$ cat src/hw/rtl/hfi_pkg.sv
// shared types and constants for the hypsometric fraction interpolator
// no dependencies; imported by the cell, the interpolation unit and the top level
package hfi_pkg;

  localparam int HFI_TABLE_POINTS = 20;
  localparam int LEVEL_W          = 32;
  localparam int FRAC_W           = 17;
  localparam int EFF_W            = LEVEL_W + 2;
  localparam int INDEX_W          = 5;
  localparam int REGION_W         = 2;
  localparam logic [FRAC_W-1:0] FRAC_ONE = FRAC_W'(65536);

  typedef enum logic {
    CMD_WRITE = 1'b0,
    CMD_QUERY = 1'b1
  } cmd_t;

  typedef enum logic [REGION_W-1:0] {
    REGION_BELOW  = 2'd0,
    REGION_INTERP = 2'd1,
    REGION_TOP    = 2'd2
  } region_t;

  // query token that walks down the chain of table cells
  typedef struct packed {
    logic                      valid;
    logic                      pos;      // storage + offset above zero
    logic                      base;     // first cell still has to add its level
    logic                      run;      // still inside the leading run of levels <= eff
    logic                      top;      // eff at or above the level of the last cell seen
    logic signed [EFF_W-1:0]   eff;
    logic signed [LEVEL_W-1:0] lo_level;
    logic [FRAC_W-1:0]         lo_frac;
    logic signed [LEVEL_W-1:0] hi_level;
    logic [FRAC_W-1:0]         hi_frac;
  } hfi_tok_t;

endpackage

$ cat src/hw/rtl/hfi_interp.sv
// interpolation unit: one multiply, then a restoring divide one quotient bit per cycle
// depends on hfi_pkg
module hfi_interp (
  input  logic                        clk,
  input  logic                        rst,
  input  hfi_pkg::hfi_tok_t           tok,
  input  logic                        res_take,
  output logic                        res_valid,
  output logic [hfi_pkg::FRAC_W-1:0]  res_fraction,
  output hfi_pkg::region_t            res_region
);
  import hfi_pkg::*;

  localparam int PROD_W = FRAC_W + LEVEL_W;
  localparam int CNT_W  = $clog2(FRAC_W);

  typedef enum logic [2:0] {
    ST_IDLE,
    ST_MUL,
    ST_DSET,
    ST_DIV,
    ST_FIN
  } state_t;

  state_t              state;
  logic                neg;
  logic [FRAC_W-1:0]   mag;
  logic [LEVEL_W-1:0]  lvl_dist;
  logic [LEVEL_W-1:0]  span;
  logic [FRAC_W-1:0]   lo_frac;
  logic [PROD_W-1:0]   prod;
  logic [LEVEL_W:0]    rem;
  logic [FRAC_W-1:0]   dvd;
  logic [FRAC_W-1:0]   quo;
  logic [CNT_W-1:0]    cnt;

  logic signed [LEVEL_W:0]   span_w;
  logic signed [EFF_W-1:0]   dist_w;
  logic signed [FRAC_W:0]    fdiff;
  logic signed [FRAC_W:0]    fmag;
  logic [LEVEL_W:0]          rem_shift;
  logic                      rem_ge;
  logic [LEVEL_W:0]          rem_next;
  logic [FRAC_W-1:0]         quo_next;
  logic signed [FRAC_W+1:0]  sum;
  logic [FRAC_W-1:0]         sum_clamped;

  always_comb begin
    span_w = (LEVEL_W+1)'(tok.hi_level) - (LEVEL_W+1)'(tok.lo_level);
    dist_w = tok.eff - EFF_W'(tok.lo_level);
    fdiff  = $signed({1'b0, tok.hi_frac}) - $signed({1'b0, tok.lo_frac});
    fmag   = (fdiff < 0) ? -fdiff : fdiff;

    rem_shift = {rem[LEVEL_W-1:0], dvd[FRAC_W-1]};
    rem_ge    = (rem_shift >= {1'b0, span});
    rem_next  = rem_ge ? (rem_shift - {1'b0, span}) : rem_shift;
    quo_next  = {quo[FRAC_W-2:0], rem_ge};

    sum = $signed({2'b00, lo_frac})
        + (neg ? -$signed({2'b00, quo_next}) : $signed({2'b00, quo_next}));
    if (sum < 0) begin
      sum_clamped = '0;
    end else if (sum > $signed({2'b00, FRAC_ONE})) begin
      sum_clamped = FRAC_ONE;
    end else begin
      sum_clamped = sum[FRAC_W-1:0];
    end
  end

  always_ff @(posedge clk) begin
    if (rst) begin
      state        <= ST_IDLE;
      res_valid    <= 1'b0;
      res_fraction <= '0;
      res_region   <= REGION_BELOW;
    end else begin
      unique case (state)
        ST_IDLE: begin
          if (tok.valid) begin
            if (!tok.pos) begin
              res_fraction <= '0;
              res_region   <= REGION_BELOW;
              res_valid    <= 1'b1;
              state        <= ST_FIN;
            end else if (tok.top) begin
              res_fraction <= FRAC_ONE;
              res_region   <= REGION_TOP;
              res_valid    <= 1'b1;
              state        <= ST_FIN;
            end else begin
              neg      <= (fdiff < 0);
              mag      <= fmag[FRAC_W-1:0];
              lvl_dist <= dist_w[LEVEL_W-1:0];
              span     <= span_w[LEVEL_W-1:0];
              lo_frac  <= tok.lo_frac;
              state    <= ST_MUL;
            end
          end
        end
        ST_MUL: begin
          prod  <= PROD_W'(mag) * PROD_W'(lvl_dist);
          state <= ST_DSET;
        end
        ST_DSET: begin
          // high part of the product is already below the span
          rem   <= {1'b0, prod[PROD_W-1:FRAC_W]};
          dvd   <= prod[FRAC_W-1:0];
          quo   <= '0;
          cnt   <= '0;
          state <= ST_DIV;
        end
        ST_DIV: begin
          rem <= rem_next;
          quo <= quo_next;
          dvd <= {dvd[FRAC_W-2:0], 1'b0};
          cnt <= cnt + 1'b1;
          if (cnt == CNT_W'(FRAC_W - 1)) begin
            res_fraction <= sum_clamped;
            res_region   <= REGION_INTERP;
            res_valid    <= 1'b1;
            state        <= ST_FIN;
          end
        end
        ST_FIN: begin
          if (res_take) begin
            res_valid <= 1'b0;
            state     <= ST_IDLE;
          end
        end
        default: begin
          state <= ST_IDLE;
        end
      endcase
    end
  end

endmodule

$ cat config.mk
export PLATFORM = sky130hd
export DESIGN_NAME = hfi_interp
export DESIGN_NICKNAME = d
export VERILOG_FILES = /design/src/hw/rtl/hfi_pkg.sv /design/src/hw/rtl/hfi_interp.sv
export SDC_FILE = /design/constraint.sdc
export NUM_CORES = 2
export LEC_CHECK = 0
export BUFFER_PORTS_ARGS = -buffer_cell sky130_fd_sc_hd__buf_2
export CAP_MARGIN = 20
export CORE_MARGIN = 4
export CORE_UTILIZATION = 43
export CTS_CLUSTER_SIZE = 28
export DETAILED_ROUTE_END_ITERATION = 12
export SLEW_MARGIN = 20
export SYNTH_ARGS = -nofsm -noshare
export SYNTH_HDL_FRONTEND = slang
export SYNTH_SLANG_ARGS = --single-unit
$ cat constraint.sdc
create_clock -name clk -period 9.75 [get_ports clk]
set_input_delay 0.4875 -clock clk [delete_from_list [all_inputs] [get_ports clk]]
set_output_delay 0.4875 -clock clk [all_outputs]
set_load 0.005 [all_outputs]
* Word-level counts from Yosys, hierarchy flattened
Cells that the tools add are included.
Storage, ports and cells: bits in writable memories 0, memory bits (read-only) 0, flip-flop bits (word level) 241, memories kept 0, bits in latches 0, input bits 140
Cells by class: bitwise operators 2, $mul 1, shifts and indexed selects 0, div/mod/pow operators 0, add/sub/neg operators 8, equality and inequality tests 9, order comparisons 4, mux-type cells 31, reductions and logical operators 10
Operators with widths (number):
- 2-to-1 mux 17 bit | 7
- subtractor 32 bit | 3
- case mux 17 bit (2 select lines) | 2
- case mux 32 bit (2 select lines) | 1
- multiplier 17 x 32 -> 49 bit | 1
- >= comparator 33 x 32 -> 1 bit | 1
- 2-to-1 mux 32 bit | 1
- case mux 16 bit (2 select lines) | 1
- adder 18 x 19 -> 19 bit | 1
- greater-than comparator 19 x 18 -> 1 bit, second input constant | 1
- less-than comparator 19 x 1 -> 1 bit, second input constant | 1
- 2-to-1 mux 19 bit | 1
- negator 17 -> 19 bit | 1
- less-than comparator 18 x 1 -> 1 bit, second input constant | 1
- subtractor 17 x 17 -> 18 bit | 1
- negator 17 bit | 1
- 2-to-1 mux 3 bit | 5
- case mux 3 bit (5 select lines) | 1
- case mux 5 bit (2 select lines) | 1
- AND reduction 5 bit | 2
- 2-to-1 mux 2 bit | 4
- == test 3 x 2 -> 1 bit, second input constant | 2
- inequality test 2 bit, second input constant | 3
- adder 5 x 1 -> 5 bit, second input constant | 1
- 14 further kinds | 21

* Logic depth before layout (Yosys ltp)
depth in word-level cells 9, gate-level depth with buffers 27, depth with buffers taken out 25

* Least setup slack after synthesis
OpenSTA, ideal clock, no wires.
path kind flip-flop to flip-flop, from reg state[0], to reg lo_frac[0] (enable), setup slack 1.000 ns, clock period less this slack 8.750 ns, cell stages (with the launch flop) 5, data required time 9.051 ns, arrival 8.052 ns, cell sequence dfxtp_1 -> clkbuf_1 -> nor2_1 -> nand3b_1 -> nor3b_1
Between the ends: longest elaborated chain between the ends 2
RTL lines:
- start: declaration | RTL line hfi_interp.sv:25 | state_t state;
- start signal: assignment | RTL line hfi_interp.sv:72 | state <= ST_IDLE;
- start signal: assignment | RTL line hfi_interp.sv:84 | state <= ST_FIN;
- start signal: assignment | RTL line hfi_interp.sv:89 | state <= ST_FIN;
- zero test 3 bit | RTL line hfi_interp.sv:77 | unique case (state)
- AND reduction 5 bit (no source line)
- end signal: assignment | RTL line hfi_interp.sv:95 | lo_frac <= tok.lo_frac;
- end: declaration | RTL line hfi_interp.sv:30 | logic [FRAC_W-1:0] lo_frac;
No other way between the ends. A chain may end at the register's enable or synchronous reset.

* Worst setup path after layout
from reg mag[8], to reg prod[45], data pin
Between the ends: longest elaborated chain between the ends 1
RTL lines:
- start: declaration | RTL line hfi_interp.sv:27 | logic [FRAC_W-1:0] mag;
- start signal: assignment | RTL line hfi_interp.sv:92 | mag <= fmag[FRAC_W-1:0];
- multiplier 17 x 32 -> 49 bit | RTL line hfi_interp.sv:101 | prod <= PROD_W'(mag) * PROD_W'(lvl_dist);
- end signal: assignment | RTL line hfi_interp.sv:101
- end: declaration | RTL line hfi_interp.sv:31 | logic [PROD_W-1:0] prod;
No other way between the ends.

==> flow_summary.json <==
{
  "synth-xor-area-share": 0.0454,
  "worst_pin_slew_ps": 1110,
  "synth_ff_type": "edfxtp_1",
  "io_buffers": 155,
  "die_area_mm2": 0.0794,
  "first_iter_violations": 1688,
  "synthSimpleGateAreaFrac": 0.157,
  "cts_root_buffer": "clkbuf_16",
  "synth_top_family_by_area": "adder cells",
  "die_x_um": 282,
  "syn-instance-count": 3499,
  "fin_skew_ps": 39.0,
  "drt.antenna.violating_nets": 0,
  "vias_per_cell": 5.39,
  "drv_slew": 0,
  "yosysSeqAreaShare": 0.217,
  "synth_top_cell_by_area": "fa_1",
  "p_leak_nw": 16.3,
  "setup_slack_ps": 1500,
  "max_slew_margin": 0.261,
  "syn_nets": 4348,
  "outcome": "complete, no violations",
  "cts_tree": "done",
  "final_nets": 4446,
  "grt_max_degree": 60,
  "initial_core_util": 0.433,
  "synth_edf_count": 218,
  "finalSetupViolCount": 0,
  "cts_hold_buffers": 0,
  "gr-total-overflow": 0,
  "clock_sinks": 241,
  "synth_compound_area_frac": 0.114,
  "worstPathArrival_ps": 8560,
  "synth_most_common_cell": "inv_1",
  "rsz0062_at_grt": "false",
  "die_h_um": 282,
  "drv_cap": 0,
  "required_ps": 10050,
  "finalHoldViolCount": 0,
  "worstSetupStartpointType": "flip-flop",
  "clk_pin_slew_ps": 80,
  "fmax_mhz": 121,
  "antenna_found_initial": 1,
  "yosysWarningCount": 0,
  "core_mm2": 0.0743,
  "syn_avg_cell_area_um2": 9.21,
  "rows": 100,
  "synth_top_area_share": 0.282,
  "grt_pass1_vias": 25100,
  "wirelength_um": 88600,
  "grt_pass1_wl_um": 140000,
  "ys_types": 76,
  "drt-wirelength-per-cell_um": 19.3,
  "clk_path_buf_depth": 3,
  "synth_mux_area_frac": 0.00159,
  "synthTopCellsByCount": "inv_1, nand2_1, fa_1, ha_1, edfxtp_1",
  "n_antenna_cell": 0,
  "cts_buffers": 28,
  "critPathCaptureType": "flip-flop",
  "fin_tns_setup_ps": 0,
  "drc": 0,
  "crit_fanout": 17,
  "synth-seq-cells": 241,
  "worstSkewPairLatency_ps": 590,
  "async_flop_share": 0,
  "finalCritPeriodShare": 0.846,
  "cts.repair.resized": 0,
  "grtUsageTotal": 0.225,
  "pre_cts_ws_ps": 1610,
  "synth.top_cells.by_area": "fa_1, edfxtp_1, ha_1",
  "htreeDepth": 1,
  "worstSetupPathType": "reg -> reg",
  "ios": 160,
  "dr.pass1.iters": 5,
  "mappedNetlistArea_mm2": 0.0322,
  "final.min_clock_period_ps": 8250,
  "drive_gt1_frac": 0.0804,
  "syn_to_final_growth_pct": 8.90,
  "worstHoldPathType": "in -> reg",
  "post_cts.repair.setup_buffers": 0,
  "power_density_mw_per_mm2": 241,
  "vias": 24700,
  "yosys.area_share.adder": 0.381,
  "globalplace.congestion": 0.885,
  "vdd_ir_drop_max_v": 0.000309,
  "dp_hpwl_um": 68700
}
critical path, stage by stage, from the launching register on:
cell and delay, ps:
edfxtp_1 940, buf_4 410, nand2_1 120, fa_1 550
fa_1 510, inv_1 50, fa_1 530, inv_1 50
fa_1 470, fa_1 490, inv_1 50, fa_1 480
ha_1 360, nand4_1 150, or2_2 310, or4b_2 730
a41o_1 330, o31a_1 370, o211ai_1 410, a22oi_1 160
o21ai_0 220, a21oi_1 110, xnor2_1 130
placed cells by master (no fill, tap or decap), drive strengths merged, types with 50 or more instances in the layout:
cell type  synthesis  final
inv              586    589
nand2            565    565
fa               454    454
ha               255    255
edfxtp           218    218
buf                4    201
and2             159    159
a21oi            157    157
nor2             140    140
o21ai            136    136
xnor2            117    117
a21o              70     70
xor2              50     50
sequential cells by signal, indices dropped and copies added, names as in the netlist, 2 cells and up:
signal and count:
mag 17, dvd 17, cnt 5, res_fraction 17
span 32, state 3, lvl_dist 32, quo 16
rem 32, lo_frac 17, res_region 2, prod 49
layout make-up:
class                      instances  area (µm²)
clock inverter                    23         308
timing repair buffer             201        1120
fill                            7257       39200
clock buffer                      29         704
sequential                       241        7010
tap                              969        1210
multi-input combinational       2538       22500
inverter                         587        2200
report_power, final:
group	internal [mW]	switching, mW
registers	1.47	0.0410
clock network	0.692	0.476
logic	2.44	3.32
metal layers:
| layer | track usage | routed length, µm | share of wire |
|---|---|---|---|
| met1 | 0.304 | 37700 | 0.43 |
| met2 | 0.382 | 42400 | 0.48 |
| met3 | 0.0349 | 5860 | 0.066 |
| met4 | 0.0574 | 2650 | 0.030 |
| met5 | 0 | 13 | 0.00015 |
cells by family after synthesis:
logic type,after synthesis
AND/OR/NAND/NOR,1087
buffers and inverters,720
adder cells (fa/ha/maj),709
AO/OA/AOI/OAI,570
flip-flops,241
XOR/XNOR,167
multiplexers,5
path summary, 6_finish.rpt:
kind / startpoint / end / slack, ps / cells after the start
hold reg to reg: res_fraction[15] / res_fraction[15] / 460 / 2
setup / recovery: mag[8] / prod[45] / 1500 / 22
setup reg to reg: mag[8] / prod[45] / 1500 / 22
hold / removal: tok[51] / lo_frac[2] / 90 / 1
per-stage QoR:
stage          area [µm²]  utilization  hold slack (ps)  cells  total power, mW
2_1_floorplan       32200            -              455   3499             5.77
3_3_place_gp        34100        0.458              439   4536             7.29
3_5_place_dp        34100        0.458              444   4536             7.31
4_1_cts             35100        0.472             67.9   4588             8.52
5_1_grt             35100        0.472             79.3   4588             9.22
6_report            35100        0.472             92.8   4588             8.44
Note: power is estimated with default switching activity, not from simulation.
