File: config.mk
export PLATFORM = sky130hd
export DESIGN_NAME = hfi_cell
export DESIGN_NICKNAME = d
export VERILOG_FILES = /design/src/hw/rtl/hfi_pkg.sv /design/src/hw/rtl/hfi_cell.sv
export SDC_FILE = /design/constraint.sdc
export NUM_CORES = 1
export LEC_CHECK = 0
export BUFFER_PORTS_ARGS = -buffer_cell sky130_fd_sc_hd__clkbuf_2
export CAP_MARGIN = 20
export CORE_AREA = 4 4 182 113
export CTS_CLUSTER_DIAMETER = 30
export DETAILED_ROUTE_END_ITERATION = 10
export DIE_AREA = 0 0 186 117
export PLACE_DENSITY = 0.79
export SLEW_MARGIN = 20
export SYNTH_ARGS = -nofsm -noshare
export SYNTH_HDL_FRONTEND = slang
export SYNTH_SLANG_ARGS = --single-unit
File: constraint.sdc
create_clock -name clk -period 7.2 [get_ports clk]
set_input_delay 1.08 -clock clk [delete_from_list [all_inputs] [get_ports clk]]
set_output_delay 1.08 -clock clk [all_outputs]
set_load 0.1 [all_outputs]
File: src/hw/rtl/hfi_pkg.sv
// shared types and constants for the hypsometric fraction interpolator
// no dependencies; imported by the cell, the interpolation unit and the top level
package hfi_pkg;

  localparam int HFI_TABLE_POINTS = 20;
  localparam int LEVEL_W          = 32;
  localparam int FRAC_W           = 17;
  localparam int EFF_W            = LEVEL_W + 2;
  localparam int INDEX_W          = 5;
  localparam int REGION_W         = 2;
  localparam logic [FRAC_W-1:0] FRAC_ONE = FRAC_W'(65536);

  typedef enum logic {
    CMD_WRITE = 1'b0,
    CMD_QUERY = 1'b1
  } cmd_t;

  typedef enum logic [REGION_W-1:0] {
    REGION_BELOW  = 2'd0,
    REGION_INTERP = 2'd1,
    REGION_TOP    = 2'd2
  } region_t;

  // query token that walks down the chain of table cells
  typedef struct packed {
    logic                      valid;
    logic                      pos;      // storage + offset above zero
    logic                      base;     // first cell still has to add its level
    logic                      run;      // still inside the leading run of levels <= eff
    logic                      top;      // eff at or above the level of the last cell seen
    logic signed [EFF_W-1:0]   eff;
    logic signed [LEVEL_W-1:0] lo_level;
    logic [FRAC_W-1:0]         lo_frac;
    logic signed [LEVEL_W-1:0] hi_level;
    logic [FRAC_W-1:0]         hi_frac;
  } hfi_tok_t;

endpackage

File: src/hw/rtl/hfi_cell.sv
// one table cell: holds a breakpoint level and fraction, updates the passing query token
// depends on hfi_pkg
module hfi_cell (
  input  logic                              clk,
  input  logic                              rst,
  input  logic                              we,
  input  logic signed [hfi_pkg::LEVEL_W-1:0] wr_level,
  input  logic [hfi_pkg::FRAC_W-1:0]        wr_frac,
  input  hfi_pkg::hfi_tok_t                 tok_in,
  output hfi_pkg::hfi_tok_t                 tok_out
);
  import hfi_pkg::*;

  logic signed [LEVEL_W-1:0] level;
  logic [FRAC_W-1:0]         frac;
  logic signed [EFF_W-1:0]   level_ext;
  logic signed [EFF_W-1:0]   eff_use;
  logic                      ge;
  hfi_tok_t                  tok_next;

  always_ff @(posedge clk) begin
    if (we) begin
      level <= wr_level;
      frac  <= wr_frac;
    end
  end

  always_comb begin
    level_ext = EFF_W'(level);
    eff_use   = tok_in.base ? (tok_in.eff + level_ext) : tok_in.eff;
    ge        = (eff_use >= level_ext);
    tok_next      = tok_in;
    tok_next.eff  = eff_use;
    tok_next.base = 1'b0;
    tok_next.top  = ge;
    if (tok_in.run) begin
      if (ge) begin
        tok_next.lo_level = level;
        tok_next.lo_frac  = frac;
      end else begin
        tok_next.hi_level = level;
        tok_next.hi_frac  = frac;
        tok_next.run      = 1'b0;
      end
    end
  end

  always_ff @(posedge clk) begin
    if (rst) begin
      tok_out <= '0;
    end else begin
      tok_out <= tok_next;
    end
  end

endmodule

**After elaboration in Yosys (flattened, before gate mapping)**

Cells that the tools add are included.

- Output and inout bits: 137
- Logic and storage cells: 21
- Input port bits: 189
- Flip-flop bits (word level): 186

- Bitwise logic cells: 1
- Reduce and logical (&&, ||, !) cells: 1
- Add/subtract/negate cells: 1
- Mux-type cells: 5
- Magnitude comparators: 1

Operators with widths:

| operator | count |
|---|---|
| $mux W49 | 2 |
| $mux W98 | 1 |
| $add A34 B32 Y34 | 1 |
| $ge A34 B32 Y1 | 1 |
| $mux W34 | 1 |
| $reduce_or A2 Y1 | 1 |
| $mux W1 | 1 |
| $not A1 Y1 | 1 |

**Longest topological paths before layout**

Gate-level depths: netlist of the first run.

- Word-level depth: 5
- Depth in mapped cells: 21
- Depth with buffers taken out: 19

**Worst setup path after synthesis of the first run**

Ideal clock, no wire load.

- Path kind: input port to flip-flop
- Start point: input port tok_in[98] (netlist name)
- End point: register tok_out[87] (netlist name)
- Required time: 7.072 ns
- Buffers on the path: 2
- Path slack: 1.760 ns
- Stages on the path: 21
- Arrival: 5.312 ns
- Cell sequence: ha_1 fa_1 a211oi_1 or3_1 a21oi_1 or2_1 a31o_2 a31oi_1 mux2_2 nand2_1 ha_1 nand2_1 o21ai_1 a211o_1 a31o_1 or3_4 o211ai_2 buf_6 buf_6 mux2i_1 nor2_1

- Word-level cells in the longest chain between the ends: 5

RTL lines:

| element | RTL line | source |
|---|---|---|
| start, declared | hfi_cell.sv:9 | `input hfi_pkg::hfi_tok_t tok_in,` |
| $add A34 B32 Y34 | hfi_cell.sv:30 | `eff_use = tok_in.base ? (tok_in.eff + level_ext) : tok_in.eff;` |
| $mux W34 | hfi_cell.sv:30 |  |
| named net eff_use[28] | hfi_cell.sv:17 | `logic signed [EFF_W-1:0] eff_use;` |
| $ge A34 B32 Y1 | hfi_cell.sv:31 | `ge = (eff_use >= level_ext);` |
| $mux W49 | hfi_cell.sv:37 | `if (ge) begin` |
| $mux W98 | hfi_cell.sv:36 | `if (tok_in.run) begin` |
| end signal, assigned | hfi_cell.sv:52 | `tok_out <= tok_next;` |
| end, declared | hfi_cell.sv:10 | `output hfi_pkg::hfi_tok_t tok_out` |

The timed path passes the listed nets, and every way through them passes these cells.
A chain may end at the register's enable or synchronous reset.

**Final worst setup path of the first run**

- Start point: input port tok_in[104] (netlist name)
- End point: register tok_out[66] (netlist name)

Same word-level chain as after synthesis.

==> results of run 1 <==
-- worst max-delay path by stage --
stage	start	end	slack, ps	cells past startpoint
after detailed placement	tok_in[98]	tok_out[66]$_SDFF_PP0_	730	21
after CTS	tok_in[98]	tok_out[66]$_SDFF_PP0_	1180	21
after global placement	tok_in[98]	tok_out[59]$_SDFF_PP0_	770	21
after floorplan	tok_in[98]	tok_out[87]$_SDFF_PP0_	1760	21
after global routing	tok_in[100]	tok_out[59]$_SDFF_PP0_	780	21
final	tok_in[104]	tok_out[66]$_SDFF_PP0_	1120	21
-- state kept, by name, summed over array words and instances (netlist names) --
signal,flops
tok_out,136
level,32
frac,17
-- where the power goes --
group | switching (W) | internal, W
clock network | 0.000407 | 0.000523
registers | 0.0000533 | 0.00119
logic | 0.00125 | 0.000393
-- metrics by stage --
stage | area, sq um | cells | utilization, %
final | 11700 | 1544 | 62.1
after global routing | 11700 | 1544 | 62.1
after CTS | 11700 | 1544 | 62.1
after detailed placement | 11100 | 1512 | 59.1
after global placement | 11100 | 1512 | 59.1
after floorplan | 9310 | 990 | -
-- area by class of cell --
type                       instances  area, sq um
sequential                       185         4190
clock inverter                    10          119
tap                              246          308
inverter                          47          176
clock buffer                      22          454
timing repair buffer             333         1730
fill                            1605         7140
multi-input combinational        701         4710
-- worst max-delay path, stage by stage --
cell      delay (ps)
clkbuf_2         100
ha_1             400
nand2_1           70
o21ai_0          300
o21ai_2          150
o21ai_1          360
a221oi_2         110
buf_4            170
o31ai_1          320
mux2i_1          170
or3_1            390
ha_1             330
a21oi_1          150
o21ai_1          120
a211o_1          300
a31o_1           200
or3_4            400
o211ai_4         560
buf_12           330
mux2i_1          240
nor2_1            60
-- cell families (layout without fill, tap and decap cells) --
group	count (synthesis)	count (layout)	share of synthesized area, %
and+or+nand+nor	275	275	14.3
adders and majority gates	68	68	9.22
DFF	185	185	45.0
other	1	1	0.0403
buffers and inverters	104	412	4.55
xor gates and xnor gates	21	21	1.97
AOI/OAI and AO/OA	265	265	17.0
muxes	71	71	7.90
-- metal layers --
layer / vias to the layer above / part of all wire [%] / track usage [%]
met2: 391 / 44 / 41.4
li1: 4129 / - / -
met4: 2 / 1.9 / 7.67
met5: - / 0.044 / 0
met1: 4029 / 44 / 35.6
met3: 40 / 9.5 / 8.71
-- cells in the mapped netlist, types with 15 or more instances --
master,n
nand4_1,15
edfxtp_1,49
clkbuf_1,46
inv_1,47
o21ai_0,75
a21o_1,19
and2_1,24
nand3_1,58
mux2_2,20
a21oi_1,101
dfxtp_1,136
nor2_1,80
mux2i_1,51
nand2_1,52
ha_1,67
==> flow_summary.json, run 1 <==
{
  "critPathKind": "in2reg",
  "synth_top_area_share_pct": 29.2,
  "cts_root_buf": "clkbuf_16",
  "synth_area_leaders": "dfxtp_1, edfxtp_1, ha_1, mux2i_1, a21oi_1",
  "gp_congestion": 0.929,
  "ys.flop_type": "dfxtp_1",
  "cts_hold_buffers": 0,
  "cts_max_level": 4,
  "vias": 8591,
  "cts_tree": "done",
  "ys_types": 66,
  "period_needed_ps": 6080,
  "powerDensity_mw_per_mm2": 326,
  "rsz0062_at_grt": "false",
  "worstPathArrival_ps": 6350,
  "clk_latency_ps": 430,
  "async_flop_share_pct": 0,
  "finalSetupViolations": 0,
  "ant_nets": 0,
  "port_buffers": 323,
  "drc": 0,
  "ys_ff_latch": 185,
  "drtIter0Drc": 660,
  "fp.dieW_um": 186,
  "wire_per_inst_um": 19.0,
  "drv_cap": 0,
  "grt_max_degree": 77,
  "fp.dieH_um": 117,
  "ff2ff_setup_slack_ps": 1320,
  "fmax_mhz": 165,
  "place_ws_ps": 733,
  "grtUsageTotal_pct": 26.5,
  "worst_slew_pin_slew_ps": 857,
  "area_growth_pct": 25.6,
  "synth_edf_count": 49,
  "reg2reg_to": "tok_out[66]$_SDFF_PP0_",
  "finalSetupTns_ps": 0,
  "synth_area_sq_mm": 0.00931,
  "wl_um": 29300,
  "hpwlAfterDp_um": 22000,
  "status": "complete, no violations",
  "dr.pass1.iters": 7,
  "gr-total-overflow": 0,
  "cp_max_fo": 30,
  "grt_pass1_vias": 8422,
  "min_period_over_period_pct": 84.4,
  "cts.clk_slew.worst_paths_ps": 70,
  "ir_drop_uv": 243,
  "pin_count": 326,
  "cts-resized-gates": 0,
  "diodes": 0,
  "cts_buffers": 17,
  "nNetsFinal": 1542,
  "cts_buffer_depth": 2,
  "max_slew_margin_pct": 42.8,
  "fin_worst_skew_ps": 12.8,
  "hp-class": "reg2reg",
  "endpoint_kind": "flop",
  "dieArea_sq_mm": 0.0218,
  "antenna_found_initial": 1,
  "hold_depth": 2,
  "viasPerCell": 5.56,
  "final_common_cell": "clkbuf_2",
  "syn_inst": 990,
  "yosys_warnings": 0,
  "start_util_pct": 49.4,
  "avgSynthCellArea_sq_um": 9.41,
  "rr_worst_depth": 20,
  "core_region_area_sq_mm": 0.0188,
  "hp-start": "frac[4]$_DFFE_PP_",
  "cts_setup_buffers": 0,
  "grt_pass1_wl_um": 44900,
  "fin_ws_ps": 1120,
  "drive_above_1_share_pct": 30.3,
  "design_power_total_w": 0.00382,
  "seq_area_frac_synth_pct": 45.0,
  "final_cell_mix": "clkbuf_2, dfxtp_1, a21oi_1",
  "rr_startpoint": "level[6]$_DFFE_PP_",
  "worstPathRequired_ps": 7470,
  "hold_violations": 0,
  "timing.hold.ws_ps": 506,
  "start_kind": "input port",
  "clock-sinks": 185,
  "synth_area_leader_cell": "dfxtp_1",
  "synth_nets": 1247,
  "maxSlewViolCount": 0,
  "leakagePower_nw": 5.70,
  "min_to": "tok_out[53]$_SDFF_PP0_",
  "rows": 39
}
No activity file was read; power rests on OpenSTA's default activity.
==> run 2: changes to the inputs <==
clock period = 6.3 ns   (was 7.2 ns; I/O delays follow)
==> flow_summary.json, run 2 (synthesis results as in run 1) <==
{
  "status": "complete, no violations",
  "hold_violations": 0,
  "ir_drop_uv": 218,
  "fillers": 1623,
  "gr-total-overflow": 0,
  "core_region_area_sq_mm": 0.0188,
  "gp_congestion": 0.942,
  "start_util_pct": 49.4,
  "top_register": "tok_out",
  "maxSlewViolCount": 0,
  "grt_pass1_wl_um": 43900,
  "drv_cap": 0,
  "critPathKind": "in2reg",
  "worst_slew_pin_slew_ps": 948,
  "fp.dieW_um": 186,
  "crit_end": "tok_out[80]$_SDFF_PP0_",
  "final_common_cell": "clkbuf_2",
  "rsz0062_at_grt": "false",
  "clk_latency_ps": 440,
  "worstPathRequired_ps": 6590,
  "viasPerCell": 5.58,
  "finalSetupViolations": 0,
  "vias": 8623,
  "clock-sinks": 185,
  "antenna_found_initial": 2,
  "fmax_mhz": 175,
  "diodes": 0,
  "grtUsageTotal_pct": 26.0,
  "fin_ws_ps": 586,
  "nNetsFinal": 1544,
  "start_kind": "input port",
  "rr_startpoint": "level[0]$_DFFE_PP_",
  "cp_max_fo": 19,
  "ant_nets": 0,
  "port_buffers": 323,
  "endpoint_kind": "flop",
  "cts-resized-gates": 0,
  "powerDensity_mw_per_mm2": 373,
  "final_area_sq_mm": 0.0117,
  "fin_worst_skew_ps": 13.4,
  "startpoint": "tok_in[98]",
  "place_ws_ps": 152,
  "cts_root_buf": "clkbuf_16",
  "pin_count": 326,
  "reg2reg_to": "tok_out[80]$_SDFF_PP0_",
  "final_cell_mix": "clkbuf_2, dfxtp_1, a21oi_1",
  "leakagePower_nw": 5.72,
  "seq_area_sq_mm": 0.00419,
  "grt_max_degree": 75,
  "worstPathArrival_ps": 6000,
  "cts_tree": "done",
  "reg.largest.list": "tok_out (136), level (32), frac (17)",
  "finalSetupTns_ps": 0,
  "drtIter0Drc": 661,
  "period_needed_ps": 5710,
  "cts_setup_buffers": 0,
  "timing.hold.ws_ps": 515,
  "hp-class": "reg2reg",
  "dr.pass1.iters": 8,
  "fp.dieH_um": 117,
  "max_slew_margin_pct": 36.8,
  "cts.clk_slew.worst_paths_ps": 60,
  "cts_max_level": 4,
  "min_period_over_period_pct": 90.7,
  "placed_area_sq_mm": 0.0111,
  "ff2ff_setup_slack_ps": 730,
  "cts_buffer_depth": 2,
  "wire_per_inst_um": 19.1,
  "wl_um": 29500,
  "rr_worst_depth": 20,
  "area_growth_pct": 25.8,
  "rows": 39,
  "drive_above_1_share_pct": 30.5,
  "cts_buffers": 17,
  "hpwlAfterDp_um": 22000,
  "cts_hold_buffers": 0,
  "largest_register_ffs": 136,
  "drc": 0,
  "dieArea_sq_mm": 0.0218,
  "multi_input_area_sq_mm": 0.00471,
  "grt_pass1_vias": 8364
}
-- run 2: cell types whose count changed in the layout (fill, tap and decap cells not counted) --
cell / change
buf_4: +2
clkinvlp_4: -1
clkinv_2: +2
clkbuf_1: -2
clkbuf_8: +1
clkinv_1: +1
inv_4: -1
-- run 2: power breakdown --
| group | total (W) | switching, W | leakage [nW] | internal, W |
|---|---|---|---|---|
| combinational | 0.00188 | 0.00142 | 3.83 | 0.000454 |
| clock | 0.00106 | 0.000460 | 0.277 | 0.000605 |
| sequential | 0.00143 | 0.0000628 | 1.61 | 0.00136 |
-- run 2: through the flow --
| step | instances | util (%) | power [W] |
|---|---|---|---|
| after global placement | 1514 | 59.1 | 0.00329 |
| final | 1546 | 62.2 | 0.00437 |
| after global routing | 1546 | 62.2 | 0.00455 |
| after floorplan | 990 | - | 0.00290 |
| after CTS | 1546 | 62.2 | 0.00438 |
| after detailed placement | 1514 | 59.1 | 0.00332 |
-- run 2: layout make-up --
type                    instances  area share [%]
flip-flops and latches        185            35.8
repair buffers                335            14.9
clock buffers                  21            3.93
multi-input cells             701            40.2
clock inverters                11            1.01
well taps                     246            2.63
inverters                      47            1.51
-- run 2: metal layers --
layer | track usage [%] | wire length (um) | up-vias
li1 | - | - | 4138
met1 | 34.9 | 12800 | 4001
met2 | 39.4 | 12800 | 427
met3 | 8.71 | 3150 | 53
met4 | 9.75 | 698 | 4
met5 | 0 | 20 | -
-- run 2: worst min path at each step --
| stage | from | end | depth (start not counted) |
|---|---|---|---|
| after floorplan | frac[0]$_DFFE_PP_ | tok_out[49]$_SDFF_PP0_ | 2 |
| after CTS | frac[8]$_DFFE_PP_ | tok_out[57]$_SDFF_PP0_ | 2 |
| after detailed placement | frac[8]$_DFFE_PP_ | tok_out[57]$_SDFF_PP0_ | 2 |
| final | frac[9]$_DFFE_PP_ | tok_out[58]$_SDFF_PP0_ | 2 |
| after global routing | frac[11]$_DFFE_PP_ | tok_out[60]$_SDFF_PP0_ | 2 |
| after global placement | frac[11]$_DFFE_PP_ | tok_out[60]$_SDFF_PP0_ | 2 |
-- run 2: critical path, cell delays in order --
cell and delay (ps):
clkbuf_2 90, ha_1 230, fa_1 440, a211oi_1 310
or3_1 180, a21oi_1 90, o21ai_0 340, nand2b_1 100
a21oi_1 180, xnor2_1 110, mux2_2 270, ha_1 270
nand4_1 180, nor4_1 490, nor3b_1 400, a31o_1 210
o21ai_0 270, o211ai_4 190, buf_4 390, mux2i_1 250
nor2_1 50
